==> src/sv/pal_pkg.sv <==
// Shared types and constants for the positional array list.
// Used by pal_cell and positional_array_list_top; no dependencies.
package pal_pkg;

    // Default list capacity
    localparam int unsigned CAPACITY_DEF = 64;

    // Fixed field widths
    localparam int unsigned OPCODE_W = 3;
    localparam int unsigned POS_W    = 7;
    localparam int unsigned VALUE_W  = 32;
    localparam int unsigned STATUS_W = 2;
    localparam int unsigned COUNT_W  = 7;

    typedef enum logic [OPCODE_W-1:0] {
        OP_INS_FIRST = 3'd0,
        OP_INS_LAST  = 3'd1,
        OP_INS_AT    = 3'd2,
        OP_DEL_FIRST = 3'd3,
        OP_DEL_LAST  = 3'd4,
        OP_DEL_AT    = 3'd5,
        OP_READ_AT   = 3'd6,
        OP_NONE      = 3'd7
    } t_opcode;

    typedef enum logic [STATUS_W-1:0] {
        ST_OK    = 2'd0,
        ST_FULL  = 2'd1,
        ST_EMPTY = 2'd2,
        ST_BAD   = 2'd3
    } t_status;

    // Command broadcast to every cell of the chain
    typedef struct packed {
        logic load;   // a transaction is accepted this cycle
        logic ins;    // open a gap at idx and store the new value
        logic del;    // close the gap at idx
        logic rd;     // capture the slot at idx into the read tap
    } t_cell_ctl;

endpackage

==> src/sv/pal_cell.sv <==
// One slot of the list chain: holds a value, shifts from either neighbour.
// Depends on pal_pkg.
module pal_cell import pal_pkg::*; #(
    parameter int unsigned CAPACITY = CAPACITY_DEF,
    parameter int unsigned IDX      = 0,
    localparam int unsigned IDX_W   = (CAPACITY > 1) ? $clog2(CAPACITY) : 1
) (
    input  logic                      i_clk,
    input  t_cell_ctl                 i_ctl,
    input  logic [IDX_W-1:0]          i_idx,
    input  logic signed [VALUE_W-1:0] i_value,
    input  logic signed [VALUE_W-1:0] i_left,
    input  logic signed [VALUE_W-1:0] i_right,
    output logic signed [VALUE_W-1:0] o_slot,
    output logic signed [VALUE_W-1:0] o_tap
);

    localparam logic [IDX_W-1:0] MY_IDX = IDX_W'(IDX);

    logic signed [VALUE_W-1:0] r_slot;
    logic signed [VALUE_W-1:0] r_tap;
    logic signed [VALUE_W-1:0] n_slot;
    logic signed [VALUE_W-1:0] n_tap;

    // Pick the new value, a neighbour, or hold
    always_comb begin
        n_slot = r_slot;
        if (i_ctl.load && i_ctl.ins) begin
            if (MY_IDX == i_idx) begin
                n_slot = i_value;
            end else if (MY_IDX > i_idx) begin
                n_slot = i_left;
            end
        end else if (i_ctl.load && i_ctl.del) begin
            if (MY_IDX >= i_idx) begin
                n_slot = i_right;
            end
        end
    end

    // Read tap: this slot's value when selected, zero on any other accepted transaction; held while none is accepted
    always_comb begin
        n_tap = r_tap;
        if (i_ctl.load) begin
            n_tap = (i_ctl.rd && (MY_IDX == i_idx)) ? r_slot : '0;
        end
    end

    always_ff @(posedge i_clk) begin
        r_slot <= n_slot;
        r_tap  <= n_tap;
    end

    assign o_slot = r_slot;
    assign o_tap  = r_tap;

endmodule

==> config.mk <==
export PLATFORM = sky130hd
export DESIGN_NAME = pal_cell
export DESIGN_NICKNAME = d
export VERILOG_FILES = /design/src/sv/pal_pkg.sv /design/src/sv/pal_cell.sv
export SDC_FILE = /design/constraint.sdc
export NUM_CORES = 1
export LEC_CHECK = 0
export ABC_AREA = 0
export BUFFER_PORTS_ARGS = -buffer_cell sky130_fd_sc_hd__buf_2
export CAP_MARGIN = 30
export CORE_MARGIN = 3
export CORE_UTILIZATION = 44
export DETAILED_ROUTE_END_ITERATION = 10
export PLACE_DENSITY = 0.9
export SLEW_MARGIN = 15
export SYNTH_ARGS = -nofsm -noshare
export SYNTH_HDL_FRONTEND = slang
export SYNTH_SLANG_ARGS = --single-unit
==> constraint.sdc <==
create_clock -name i_clk -period 4.9 [get_ports i_clk]
set_input_delay 0.98 -clock i_clk [delete_from_list [all_inputs] [get_ports i_clk]]
set_output_delay 0.98 -clock i_clk [all_outputs]
set_load 0.005 [all_outputs]
==> impl_results.md <==
- WP data required: slightly below 5000 ps
- Layout cell share with drive strength beyond 1: 45.3%
- Initial antenna violation count: 0
- Crit path max fanout: 35
- Placer Congestion: slightly above 0.8
- Mapped Cells: 260
- Core area: roughly 6400 µm²
- 1st-iter DRT viols: between 100 and 150
- Setup violations, final: 0
- Simple-gate share of the synthesized area: between 10 and 15%
- Layout area overhead: 36.3%
- Cell family with most CP delay: buffers and inverters
- RSZ-0062 raised after global routing: no
- Synth Area in Compound Gates: between 10% and 20%
- Seq cells post-synth: 64
- Measured slew at the worst slew-check pin: 747 ps
- Status: finished, final reports clean
- Worst path slowest cell: buf_2
- Bufs on Longest Clock Path: 2
- Final hold vios: 0
- Count of different cell masters after synthesis: 17
- CTS clk-pin slew, worst paths: 70 ps
- LEAKAGE: 1.90 nW
- Die ar.: 7760 µm²
- Vias in the first global route: around 2700
- CP Class: in2reg
- Maximum VDD drop: 0.135 mV
- Total CTS buffers: 9
- Slew Viols, Final: 0
- CP peak stage delay: 570 ps
- Sequential fraction of the synthesis area: 64.8%
- Crit path time final: around 2700 ps
- Peak Freq: ~380 MHz
- Mapped cell area: about 3000 µm²
- ANT nets after route: 0
- Sw Ratio: between 20 and 25%
- Setup TNS: 0 ps
- Final Cycle Share: 54.2%
- Power Density: around 290 nW/µm²
- Syn_nets: about 370
- Initial Util: ~46%
- Placed wire-length estimate: about 6.3 mm
- Max Cap Viol: 0
- Post-synthesis xor/xnor area fraction: 0%
- Tot GR Track Use: 22.4%
- Die Height: between 80 and 90 µm
- Clock share of power: a little over a third
- Post-synthesis mux area share: 0%
- Buf+Inv Stages, Crit Path: 2
- Post-Syn Area per Cell: between 10 and 15 µm²
- Clock root buffer: clkbuf_8
- Drt wl/cell: 17.6 µm
- Startpoint types: input pin
- Total number of vias: 2779
- Utilization after layout: a little over three fifths
- Clock skew: 7.36 ps
- Ys Warns: 0
- GR Overflow Total: 0
- Buffers on Ports: 170
- Post-Synth Adder-Cell Area: 0%
- Psw: between 200 and 300 µW
- Width of the die: 88.1 µm
- # clock sinks: 64
- Max-slew headroom: roughly half
- Post-CTS resize count: 0
- Pin count of the biggest net entering global routing: 36
- Arrival time worst endpoint: approximately 2700 ps
- Register share of total power: a little over half
- CTS H-tree lvls: 3
- Worst Setup Slack, final: 2240 ps
- Largest family of logic cells by synthesized area: compound AO/OA/AOI/OAI gates
- Drt drc: 0
- Logic pwr share: 11.0%
- Detailed Routing Iterations Pass 1: 4
- Ports: 171
- Hold Buf Count CTS: 0
- Cell internal pwr: 901 µW
- Clock insertion delay at the later pin of the skew report: about 320 ps
- Global-route wire length before repair: approximately 13 mm
- NumNets Final: about 530
- Critical path, cell by cell: buf_2 > nand2_1 > buf_8 > a31oi_1 > a21oi_1
- Dpl ws: around 1900 ps
- Routed WL: just under 9 mm
- Diodes inserted: 0
- Crit. End Element: flip-flop
- Hold Path Class: reg2reg
- TritonCTS clock tree: built
- Vias/cell: roughly 5.5
- Final Power: 1.16 mW
- Num rows: 29
- Setup bufs post-CTS: 0
[through the flow]
stage / area (µm²) / hold WS, ps / instances
after detailed placement: 3860 / 576 / 487
after global routing: 4040 / 612 / 503
after floorplan: 2970 / 580 / 260
after CTS: 4040 / 591 / 503
final: 4040 / 589 / 503
after global placement: 3830 / 561 / 485
[cell usage after synthesis (all sizes together)]
master,number,area share (%)
a31oi,32,6.8
and3,32,6.8
and2,1,0.21
edfxtp,64,65
o21ai,33,5.6
a21oi,32,5.4
clkbuf,19,2.5
buf,8,2.0
nand2,1,0.13
nor2,34,4.9
or4,1,0.25
nor3,1,0.17
or2,1,0.21
nor4,1,0.42
[path summary, 6_finish.rpt]
check	startpoint	to	slack [ps]	cells past startpoint
setup / recovery	i_ctl[3]	o_slot[31]$_DFFE_PP_	2240	5
hold / removal	o_slot[7]$_DFFE_PP_	o_tap[7]$_SDFFCE_PN0P_	590	1
setup reg to reg	o_slot[11]$_DFFE_PP_	o_tap[11]$_SDFFCE_PN0P_	4040	1
hold reg to reg	o_slot[7]$_DFFE_PP_	o_tap[7]$_SDFFCE_PN0P_	590	1
[power groups by stage]
stage | sequential [mW] | combinational [mW] | clock, mW
floorplan | 0.628 | 0.0518 | 0
global placement | 0.627 | 0.119 | 0
detailed placement | 0.628 | 0.126 | 0
CTS | 0.616 | 0.127 | 0.429
global route | 0.616 | 0.141 | 0.454
finish | 0.616 | 0.127 | 0.416
[final cells by class]
cell class | instances | area [µm²]
Clock buffer | 11 | 131
Clock inverter | 5 | 47.5
Fill cell | 541 | 2380
Multi-Input combinational cell | 169 | 927
Sequential cell | 64 | 1920
Tap cell | 77 | 96.3
Timing Repair Buffer | 177 | 918
[per-layer routing]
layer / track usage [%] / share of wire (%)
met5: 0 / 0
met4: 9.34 / 1.6
met3: 3.20 / 8.6
met2: 41.5 / 53
met1: 25.9 / 37
[cells in the final DEF, fill, tap and decap left out]
cell type,instances
nor3_2,1
nor2_8,1
clkbuf_8,9
and2_1,1
or2_1,1
edfxtp_1,64
buf_8,2
clkinv_2,2
a21oi_1,32
a31oi_1,32
clkinv_1,2
o21ai_0,33
nor2_2,1
or4_1,1
nor4_4,1
buf_2,170
bufinv_16,1
buf_4,5
nor2_1,32
and3_1,32
nand2_1,1
clkbuf_1,2
[cell families (layout without fill, tap and decap cells)]
family,count (synthesis),in the layout
DFF,64,64
AOI/OAI and AO/OA,97,97
buffers and inverters,27,193
and+or+nand+nor,72,72
[state kept, by name, indices dropped and copies added, names as in the netlist]
register and count:
o_tap 32, o_slot 32
Note: power is estimated with default switching activity, not from simulation.
